## src/hdl/fcs_pkg.sv

```systemverilog
// Shared types and constants for the framed command signal sequencer.
// Used by the front classifier, the word queue, the back sequencer and the top level.
package fcs_pkg;

    localparam logic [7:0] SYNC_BYTE = 8'h41;
    localparam logic [7:0] END_BYTE  = 8'h5A;
    localparam logic [7:0] CMD_F     = 8'h46;
    localparam logic [7:0] CMD_B     = 8'h42;
    localparam logic [7:0] CMD_L     = 8'h4C;
    localparam logic [7:0] CMD_R     = 8'h52;

    localparam logic [9:0] YELLOW_RESET     = 10'd100;
    localparam logic [9:0] GREEN_MAIN_RESET = 10'd300;
    localparam logic [9:0] GREEN_SIDE_RESET = 10'd200;

    localparam logic [1:0] REG_YELLOW     = 2'd0;
    localparam logic [1:0] REG_GREEN_MAIN = 2'd1;
    localparam logic [1:0] REG_GREEN_SIDE = 2'd2;

    localparam int unsigned QDEPTH = 4;
    localparam int unsigned QAW    = $clog2(QDEPTH);

    localparam logic [3:0] ALL_RED = 4'hF;

    // Classified word handed from the front to the back.
    typedef struct packed {
        logic       is_tick;
        logic [7:0] data;
        logic       is_sync;
        logic       is_end;
        logic       cmd_known;
        logic [1:0] cmd_appr;
    } t_item;

    typedef struct packed {
        logic [3:0] grn;
        logic [3:0] yel;
        logic [3:0] red;
    } t_lamps;

    function automatic t_lamps lamps_for(input logic [1:0] appr, input logic green);
        t_lamps     l;
        logic [3:0] sel;
        sel   = 4'b0001 << appr;
        l.red = ALL_RED & ~sel;
        l.yel = green ? 4'b0000 : sel;
        l.grn = green ? sel : 4'b0000;
        return l;
    endfunction

endpackage

```

## src/hdl/fcs_front.sv

```systemverilog
// Front stage: registers incoming words and classifies them (sync, end mark, command).
// Depends on fcs_pkg; feeds fcs_queue.
module fcs_front (
    input  logic           i_clk,
    input  logic           i_rst_n,
    input  logic           i_in_valid,
    input  logic           i_req_type,
    input  logic [7:0]     i_rx_byte,
    output logic           o_in_stall,
    input  logic           i_q_full,
    output logic           o_push,
    output fcs_pkg::t_item o_item
);
    import fcs_pkg::*;

    logic  r_valid;
    t_item r_item;
    t_item n_item;

    always_comb begin
        n_item           = '0;
        n_item.is_tick   = i_req_type;
        n_item.data      = i_rx_byte;
        n_item.is_sync   = (i_rx_byte == SYNC_BYTE);
        n_item.is_end    = (i_rx_byte == END_BYTE);
        n_item.cmd_known = 1'b1;
        unique case (i_rx_byte)
            CMD_F:   n_item.cmd_appr = 2'd0;
            CMD_B:   n_item.cmd_appr = 2'd1;
            CMD_L:   n_item.cmd_appr = 2'd2;
            CMD_R:   n_item.cmd_appr = 2'd3;
            default: n_item.cmd_known = 1'b0;
        endcase
    end

    assign o_in_stall = r_valid & i_q_full;
    assign o_push     = r_valid & ~i_q_full;
    assign o_item     = r_item;

    always_ff @(posedge i_clk) begin
        if (!i_rst_n) begin
            r_valid <= 1'b0;
        end else if (!o_in_stall) begin
            r_valid <= i_in_valid;
        end
    end

    always_ff @(posedge i_clk) begin
        if (!o_in_stall) begin
            r_item <= n_item;
        end
    end

endmodule

```

## src/hdl/fcs_queue.sv

```systemverilog
// Short FIFO of classified words between the front and the back sequencer.
// Depends on fcs_pkg for the word type and depth.
module fcs_queue (
    input  logic           i_clk,
    input  logic           i_rst_n,
    input  logic           i_push,
    input  fcs_pkg::t_item i_item,
    output logic           o_full,
    input  logic           i_pop,
    output logic           o_empty,
    output fcs_pkg::t_item o_item
);
    import fcs_pkg::*;

    t_item          r_mem [QDEPTH];
    logic [QAW-1:0] r_wptr;
    logic [QAW-1:0] r_rptr;
    logic [QAW:0]   r_count;

    assign o_full  = (r_count == (QAW+1)'(QDEPTH));
    assign o_empty = (r_count == '0);
    assign o_item  = r_mem[r_rptr];

    always_ff @(posedge i_clk) begin
        if (!i_rst_n) begin
            r_wptr  <= '0;
            r_rptr  <= '0;
            r_count <= '0;
        end else begin
            if (i_push) begin
                r_wptr <= r_wptr + 1'b1;
            end
            if (i_pop) begin
                r_rptr <= r_rptr + 1'b1;
            end
            case ({i_push, i_pop})
                2'b10:   r_count <= r_count + 1'b1;
                2'b01:   r_count <= r_count - 1'b1;
                default: r_count <= r_count;
            endcase
        end
    end

    always_ff @(posedge i_clk) begin
        if (i_push) begin
            r_mem[r_wptr] <= i_item;
        end
    end

endmodule

```

## src/hdl/fcs_back.sv

```systemverilog
// Back sequencer: frame parser, yellow/green phase timer, lamp state and output register.
// Depends on fcs_pkg; pops classified words from fcs_queue.
module fcs_back (
    input  logic           i_clk,
    input  logic           i_rst_n,
    input  logic           i_empty,
    input  fcs_pkg::t_item i_item,
    output logic           o_pop,
    input  logic [9:0]     i_yellow_ticks,
    input  logic [9:0]     i_green_ticks_main,
    input  logic [9:0]     i_green_ticks_side,
    output logic           o_out_valid,
    input  logic           i_out_stall,
    output logic [3:0]     o_red_lamps,
    output logic [3:0]     o_yellow_lamps,
    output logic [3:0]     o_green_lamps,
    output logic           o_busy_res
);
    import fcs_pkg::*;

    localparam logic [1:0] PH_IDLE   = 2'd0;
    localparam logic [1:0] PH_YELLOW = 2'd1;
    localparam logic [1:0] PH_GREEN  = 2'd2;

    localparam logic [2:0] POS_SYNC0 = 3'd0;
    localparam logic [2:0] POS_SYNC1 = 3'd1;
    localparam logic [2:0] POS_CMD   = 3'd2;
    localparam logic [2:0] POS_INV   = 3'd3;
    localparam logic [2:0] POS_END   = 3'd4;
    localparam logic [2:0] POS_SKIP  = 3'd5;

    logic [1:0] r_phase, n_phase;
    logic [2:0] r_pos, n_pos;
    logic [7:0] r_cmd, n_cmd;
    logic [9:0] r_cnt, n_cnt;
    logic [1:0] r_appr, n_appr;
    t_lamps     r_lamps, n_lamps;

    logic       r_out_valid;
    t_lamps     r_out_lamps;
    logic       r_out_busy;

    logic [9:0] w_len;
    logic       w_done;

    // Command decode of the stored command byte, registered when the byte is taken.
    logic       w_cmd_known;
    logic [1:0] w_cmd_appr;
    logic       r_cmd_known;
    logic [1:0] r_cmd_appr;

    assign w_cmd_known = r_cmd_known;
    assign w_cmd_appr  = r_cmd_appr;

    assign o_pop = ~i_empty & (~r_out_valid | ~i_out_stall);

    assign w_len  = (r_phase == PH_YELLOW) ? i_yellow_ticks
                  : ((r_appr == 2'd0) ? i_green_ticks_main : i_green_ticks_side);
    assign w_done = ({1'b0, r_cnt} + 11'd1) >= {1'b0, w_len};

    always_comb begin
        n_phase = r_phase;
        n_pos   = r_pos;
        n_cmd   = r_cmd;
        n_cnt   = r_cnt;
        n_appr  = r_appr;
        n_lamps = r_lamps;
        if (i_item.is_tick) begin
            if (r_phase != PH_IDLE) begin
                if (w_done) begin
                    n_cnt = '0;
                    if (r_phase == PH_YELLOW) begin
                        n_phase = PH_GREEN;
                        n_lamps = lamps_for(r_appr, 1'b1);
                    end else begin
                        n_phase = PH_IDLE;
                    end
                end else begin
                    n_cnt = r_cnt + 10'd1;
                end
            end
        end else if (r_phase == PH_IDLE) begin
            unique case (r_pos)
                POS_SYNC0, POS_SYNC1: begin
                    n_pos = i_item.is_sync ? (r_pos + 3'd1) : POS_SYNC0;
                end
                POS_CMD: begin
                    n_cmd = i_item.data;
                    n_pos = POS_INV;
                end
                POS_INV: begin
                    // A bad inverse still swallows the next byte before hunting again.
                    n_pos = (i_item.data == ~r_cmd) ? POS_END : POS_SKIP;
                end
                POS_END: begin
                    n_pos = POS_SYNC0;
                    // Command classification was done on this word's own byte, so
                    // use the classification registered with the stored command.
                    if (i_item.is_end && w_cmd_known) begin
                        n_appr  = w_cmd_appr;
                        n_lamps = lamps_for(w_cmd_appr, 1'b0);
                        n_phase = PH_YELLOW;
                        n_cnt   = '0;
                    end
                end
                default: n_pos = POS_SYNC0;
            endcase
        end
    end

    always_ff @(posedge i_clk) begin
        if (!i_rst_n) begin
            r_phase     <= PH_IDLE;
            r_pos       <= POS_SYNC0;
            r_cmd       <= '0;
            r_cnt       <= '0;
            r_appr      <= '0;
            r_lamps     <= '{grn: 4'b0000, yel: 4'b0000, red: ALL_RED};
            r_cmd_known <= 1'b0;
            r_cmd_appr  <= '0;
            r_out_valid <= 1'b0;
        end else begin
            if (o_pop) begin
                r_phase <= n_phase;
                r_pos   <= n_pos;
                r_cmd   <= n_cmd;
                r_cnt   <= n_cnt;
                r_appr  <= n_appr;
                r_lamps <= n_lamps;
                if (!i_item.is_tick && r_phase == PH_IDLE && r_pos == POS_CMD) begin
                    r_cmd_known <= i_item.cmd_known;
                    r_cmd_appr  <= i_item.cmd_appr;
                end
                r_out_valid <= 1'b1;
            end else if (!i_out_stall) begin
                r_out_valid <= 1'b0;
            end
        end
    end

    always_ff @(posedge i_clk) begin
        if (o_pop) begin
            r_out_lamps <= n_lamps;
            r_out_busy  <= (n_phase != PH_IDLE);
        end
    end

    assign o_out_valid    = r_out_valid;
    assign o_red_lamps    = r_out_lamps.red;
    assign o_yellow_lamps = r_out_lamps.yel;
    assign o_green_lamps  = r_out_lamps.grn;
    assign o_busy_res     = r_out_busy;

endmodule

```

## src/hdl/framed_command_signal_sequencer.sv

```systemverilog
// Top level of the framed command signal sequencer: config registers, front, queue, back.
// Depends on fcs_pkg, fcs_front, fcs_queue and fcs_back.
//
// Each input word is a serial byte or a 10 ms tick, and each produces exactly one
// result word with the lamp pattern and busy flag after it. A framed command
// 'A','A',cmd,~cmd,'Z' with cmd F/B/L/R runs yellow then green on approach 1..4;
// bytes arriving during a timed phase are dropped. The block takes one word per
// clock and returns one per clock when the output is not stalled; a word passes a
// front register, a 4-word queue and the sequencer's output register. A stalled
// output backs up into the queue; once it is full the input stalls as well.
// Config registers are written through a plain write port and must only change
// while the block is idle.
module framed_command_signal_sequencer (
    input  logic       i_clk,
    input  logic       i_rst_n,
    input  logic       i_in_valid,
    output logic       o_in_stall,
    input  logic       i_req_type,
    input  logic [7:0] i_rx_byte,
    output logic       o_out_valid,
    input  logic       i_out_stall,
    output logic [3:0] o_red_lamps,
    output logic [3:0] o_yellow_lamps,
    output logic [3:0] o_green_lamps,
    output logic       o_busy_res,
    input  logic       i_cfg_we,
    input  logic [1:0] i_cfg_idx,
    input  logic [9:0] i_cfg_data
);
    import fcs_pkg::*;

    logic [9:0] r_yellow_ticks;
    logic [9:0] r_green_ticks_main;
    logic [9:0] r_green_ticks_side;

    logic  w_push, w_pop, w_full, w_empty;
    t_item w_front_item, w_q_item;

    always_ff @(posedge i_clk) begin
        if (!i_rst_n) begin
            r_yellow_ticks     <= YELLOW_RESET;
            r_green_ticks_main <= GREEN_MAIN_RESET;
            r_green_ticks_side <= GREEN_SIDE_RESET;
        end else if (i_cfg_we) begin
            unique case (i_cfg_idx)
                REG_YELLOW:     r_yellow_ticks     <= i_cfg_data;
                REG_GREEN_MAIN: r_green_ticks_main <= i_cfg_data;
                REG_GREEN_SIDE: r_green_ticks_side <= i_cfg_data;
                default: ;
            endcase
        end
    end

    fcs_front u_front (
        .i_clk      (i_clk),
        .i_rst_n    (i_rst_n),
        .i_in_valid (i_in_valid),
        .i_req_type (i_req_type),
        .i_rx_byte  (i_rx_byte),
        .o_in_stall (o_in_stall),
        .i_q_full   (w_full),
        .o_push     (w_push),
        .o_item     (w_front_item)
    );

    fcs_queue u_queue (
        .i_clk   (i_clk),
        .i_rst_n (i_rst_n),
        .i_push  (w_push),
        .i_item  (w_front_item),
        .o_full  (w_full),
        .i_pop   (w_pop),
        .o_empty (w_empty),
        .o_item  (w_q_item)
    );

    fcs_back u_back (
        .i_clk              (i_clk),
        .i_rst_n            (i_rst_n),
        .i_empty            (w_empty),
        .i_item             (w_q_item),
        .o_pop              (w_pop),
        .i_yellow_ticks     (r_yellow_ticks),
        .i_green_ticks_main (r_green_ticks_main),
        .i_green_ticks_side (r_green_ticks_side),
        .o_out_valid        (o_out_valid),
        .i_out_stall        (i_out_stall),
        .o_red_lamps        (o_red_lamps),
        .o_yellow_lamps     (o_yellow_lamps),
        .o_green_lamps      (o_green_lamps),
        .o_busy_res         (o_busy_res)
    );

    // Never push into a full queue and never pop an empty one.
    a_queue_bounds: assert property (@(posedge i_clk) disable iff (!i_rst_n)
        !(w_push && w_full) && !(w_pop && w_empty))
        else $error("queue overflow or underflow");

    // A result never lights yellow and green together, nor red where another lamp is on.
    a_lamp_exclusive: assert property (@(posedge i_clk) disable iff (!i_rst_n)
        o_out_valid |-> ((o_yellow_lamps & o_green_lamps) == 4'b0000)
                        && ((o_red_lamps & (o_yellow_lamps | o_green_lamps)) == 4'b0000)
                        && $onehot0(o_yellow_lamps | o_green_lamps))
        else $error("conflicting lamp pattern");

    // Yellow is only shown during a timed phase.
    a_yellow_busy: assert property (@(posedge i_clk) disable iff (!i_rst_n)
        (o_out_valid && (o_yellow_lamps != 4'b0000)) |-> o_busy_res)
        else $error("yellow lamp while not busy");

endmodule
```

## config.mk

```make
export PLATFORM = sky130hd
export DESIGN_NAME = framed_command_signal_sequencer
export DESIGN_NICKNAME = d
export VERILOG_FILES = /design/src/hdl/fcs_pkg.sv /design/src/hdl/fcs_front.sv /design/src/hdl/fcs_queue.sv /design/src/hdl/fcs_back.sv /design/src/hdl/framed_command_signal_sequencer.sv
export SDC_FILE = /design/constraint.sdc
export NUM_CORES = 1
export LEC_CHECK = 0
export ABC_CLOCK_PERIOD_IN_PS = 5300
export BUFFER_PORTS_ARGS = -buffer_cell sky130_fd_sc_hd__buf_2
export CORE_UTILIZATION = 42
export DETAILED_ROUTE_END_ITERATION = 12
export GPL_TIMING_DRIVEN = 0
export SLEW_MARGIN = 20
export SYNTH_ARGS = -nofsm -noshare
export SYNTH_HDL_FRONTEND = slang
export SYNTH_SLANG_ARGS = --single-unit
```

## constraint.sdc

```tcl
create_clock -name i_clk -period 5.3 [get_ports i_clk]
set_input_delay 0.53 -clock i_clk [delete_from_list [all_inputs] [get_ports i_clk]]
set_output_delay 0.53 -clock i_clk [all_outputs]
set_load 0.02 [all_outputs]
```

==> impl_results.md <==
* Status: finished, final reports clean
* Post-synth cell types at 66
* CTS Root Cell: clkbuf_16
* Max-Cap Viols at 0
* H-tree lvl count at 4
* Post-CTS Setup Bufs at 0
* Most common cell after layout, fill and taps aside: nand2_1
* Clock skew at 0.00705 ns
* Die Wd at 134 µm
* CTS Sinks at 164
* Final Hold Viols at 0
* First-pass GRT wire length at 25,500 µm
* Cts bufs inserted at 17
* Number of synthesized flops with an enable pin at 83
* Relative slew slack at 38.7%
* Crit end category: register
* Die Ht at 134 µm
* WL/cell at 16.2 µm
* Count of final setup violators at 0
* Max Transition Viols Final at 0
* Tightest Pin Transition at 0.915 ns
* Pin count of the biggest net entering global routing at 24
* Gr ovfl total at 0
* First-pass iteration count of the detailed router at 6
* Post-CTS resize count at 0
* FF-to-FF setup slack at 1.36 ns
* Setup TNS at 0 ns
* Initial Util at 43.4%
* Crit-path max FO at 10
* Setup WS pre-CTS at 1.39 ns
* Iteration-0 DRC Markers at 398
* Routability cong. at 0.856
* DR vias at 5,252
* Post-synth ARST share at 0%
* Syn Nets at 718
* Worst-path clk slew at 0.07 ns
* Core ar. at 0.0168 mm²
* CP endpoint: u_back.r_lamps[5]$_SDFFE_PN0P_
* Dpl hpwl at 11,000 µm
* CTS tree: built
* Row count at 47
* Fmax at 254 MHz
* Reg2reg end: u_back.r_lamps[5]$_SDFFE_PN0P_
* I/O pins at 41
* Crit path kind: register to register
* Critical path arrival at 4.30 ns
* Fin crit share at 74.4%
* Clock Path Buffers at 2
* Hold Crit Class: input pin to register
* CP Launch Type: register
* Fill cells at 1,510
* Final WL at 15,600 µm
* Die Area at 0.0179 mm²
* Most common flop cell mapped by yosys: edfxtp_1
* Vias/cell at 5.46
* DRT antenna net count at 0
* Clock Latency Late Sink at 0.43 ns
* Buffers added on ports at 40
* Vias in the first global route at 5,017
* Antenna cell count at 0
* Cell count after synthesis at 670
* Final Instance Count excl. Fillers at 962
* #FFs+latches synth at 164
* All-Layer GR Usage at 18.6%
* Synthesized area per cell at 10.9 µm²
* CP required at 5.65 ns
* Maximum vdd drop at 0.000252 V
* Synth warn at 0
* Area Growth Syn to Fin at 14.3%
* Hold depth at 1
* Most frequent cells in the layout: nand2_1, edfxtp_1, dfxtp_1, a21oi_1, buf_2
* Hold buffer count at CTS at 0
* Design Power at 0.00337 W
* # placed instances at 930
* Leakage at 3.22 nW
* PD cells at 405 mW/mm²
* Crit path from: u_back.r_appr[1]$_SDFFE_PN0P_
* Fin worst setup slack at 1.36 ns
* Antenna violations before repair at 0
* RSZ-0062 raised after global routing: no
* Final nets at 777
* Drc violations at 0
* Layout cells sized above 1 at 14.4%
* Mapped Area at 0.00728 mm²
* Reg2Reg Launch Point: u_back.r_appr[1]$_SDFFE_PN0P_
* Final Critical Period at 3.94 ns
* Reg2reg path depth at 11
* Sequential-to-total area share from yosys stat at 56.5%
[critical path, stage by stage, from the launching register on]
cell	delay, ns
dfxtp_1	0.37
nor2_1	0.33
clkbuf_1	0.55
nand2_1	0.12
nand3_1	0.11
o21ai_0	0.14
ha_1	0.32
a2111oi_1	0.50
nor3_1	0.20
nor3_1	0.63
o21ai_0	0.40
a21oi_1	0.20
[routing by layer]
metal	GRT usage (%)	vias to the layer above	share of wire, %
li1	-	2541	-
met1	24.9	2530	46
met2	29.7	166	47
met3	4.11	15	5.7
met4	6.12	0	1.1
met5	0	-	0
[per-stage QoR]
stage	hold WS (ns)	utilization (%)	instance area (µm²)
after floorplan	0.432	-	7280
after global placement	0.438	46.3	7750
after detailed placement	0.445	46.3	7760
after CTS	0.267	49.6	8320
after global routing	0.266	49.6	8320
final	0.283	49.6	8320
[sequential cells by signal (all words and copies together) (netlist names), 8 cells and up, named ones only]
register,flops
r_green_ticks_side,10
u_back.r_cnt,10
u_queue.r_mem,56
u_front.o_item,14
u_back.r_lamps,12
r_green_ticks_main,10
r_yellow_ticks,10
u_back.r_cmd,8
[cell usage after synthesis, types with 6 or more instances]
cell type / number / area [µm²]
nand2_1: 111 / 417
xor2_1: 18 / 158
edfxtp_1: 83 / 2490
and2_1: 6 / 37.5
a22o_1: 6 / 52.6
mux2i_1: 25 / 250
nand2b_1: 6 / 37.5
and3_1: 8 / 50.1
o21ai_0: 34 / 170
ha_1: 21 / 263
a21oi_1: 59 / 295
inv_1: 14 / 52.6
nand3_1: 42 / 210
mux4_2: 10 / 225
nor2_1: 39 / 146
dfxtp_1: 81 / 1620
clkbuf_1: 16 / 60.1
xnor2_1: 7 / 61.3
[where the power goes]
group | switching (W) | total (W) | internal, W
combinational | 0.000448 | 0.000686 | 0.000237
sequential | 0.0000540 | 0.00152 | 0.00146
clock | 0.000544 | 0.00116 | 0.000620
[cell type report]
| type | count | area, µm² | area share [%] |
|---|---|---|---|
| Sequential cell | 164 | 4110 | 49.5 |
| Buffer | 26 | 131 | 1.58 |
| Clock buffer | 17 | 425 | 5.12 |
| Clock inverter | 15 | 133 | 1.59 |
| Inverter | 17 | 63.8 | 0.767 |
| Tap cell | 220 | 275 | 3.31 |
| Timing Repair Buffer | 40 | 200 | 2.41 |
| Multi-Input combinational cell | 463 | 2970 | 35.8 |
[how the worst min path moves through the flow]
stage	start	end	slack (ns)
finish	i_rx_byte[6]	u_front.o_item[11]$_DFFE_PN_	0.28
detailed placement	r_yellow_ticks[1]$_SDFFE_PN0P_	r_yellow_ticks[1]$_SDFFE_PN0P_	0.45
CTS	i_req_type	u_front.o_item[13]$_DFFE_PN_	0.27
global route	i_req_type	u_front.o_item[13]$_DFFE_PN_	0.27
global placement	r_yellow_ticks[1]$_SDFFE_PN0P_	r_yellow_ticks[1]$_SDFFE_PN0P_	0.44
floorplan	u_back.r_cmd_known$_SDFFE_PN0P_	u_back.r_cmd_known$_SDFFE_PN0P_	0.43
[cell families after synthesis]
group / count (synthesis) / synth area share [%]
and+or+nand+nor: 243 / 15.6
DFF: 164 / 56.5
AOI/OAI and AO/OA: 137 / 11.6
buffers and inverters: 43 / 2.66
muxes: 36 / 6.69
xor gates and xnor gates: 25 / 3.01
adders and majority gates: 22 / 3.89
Note: power is estimated with default switching activity, not from simulation.
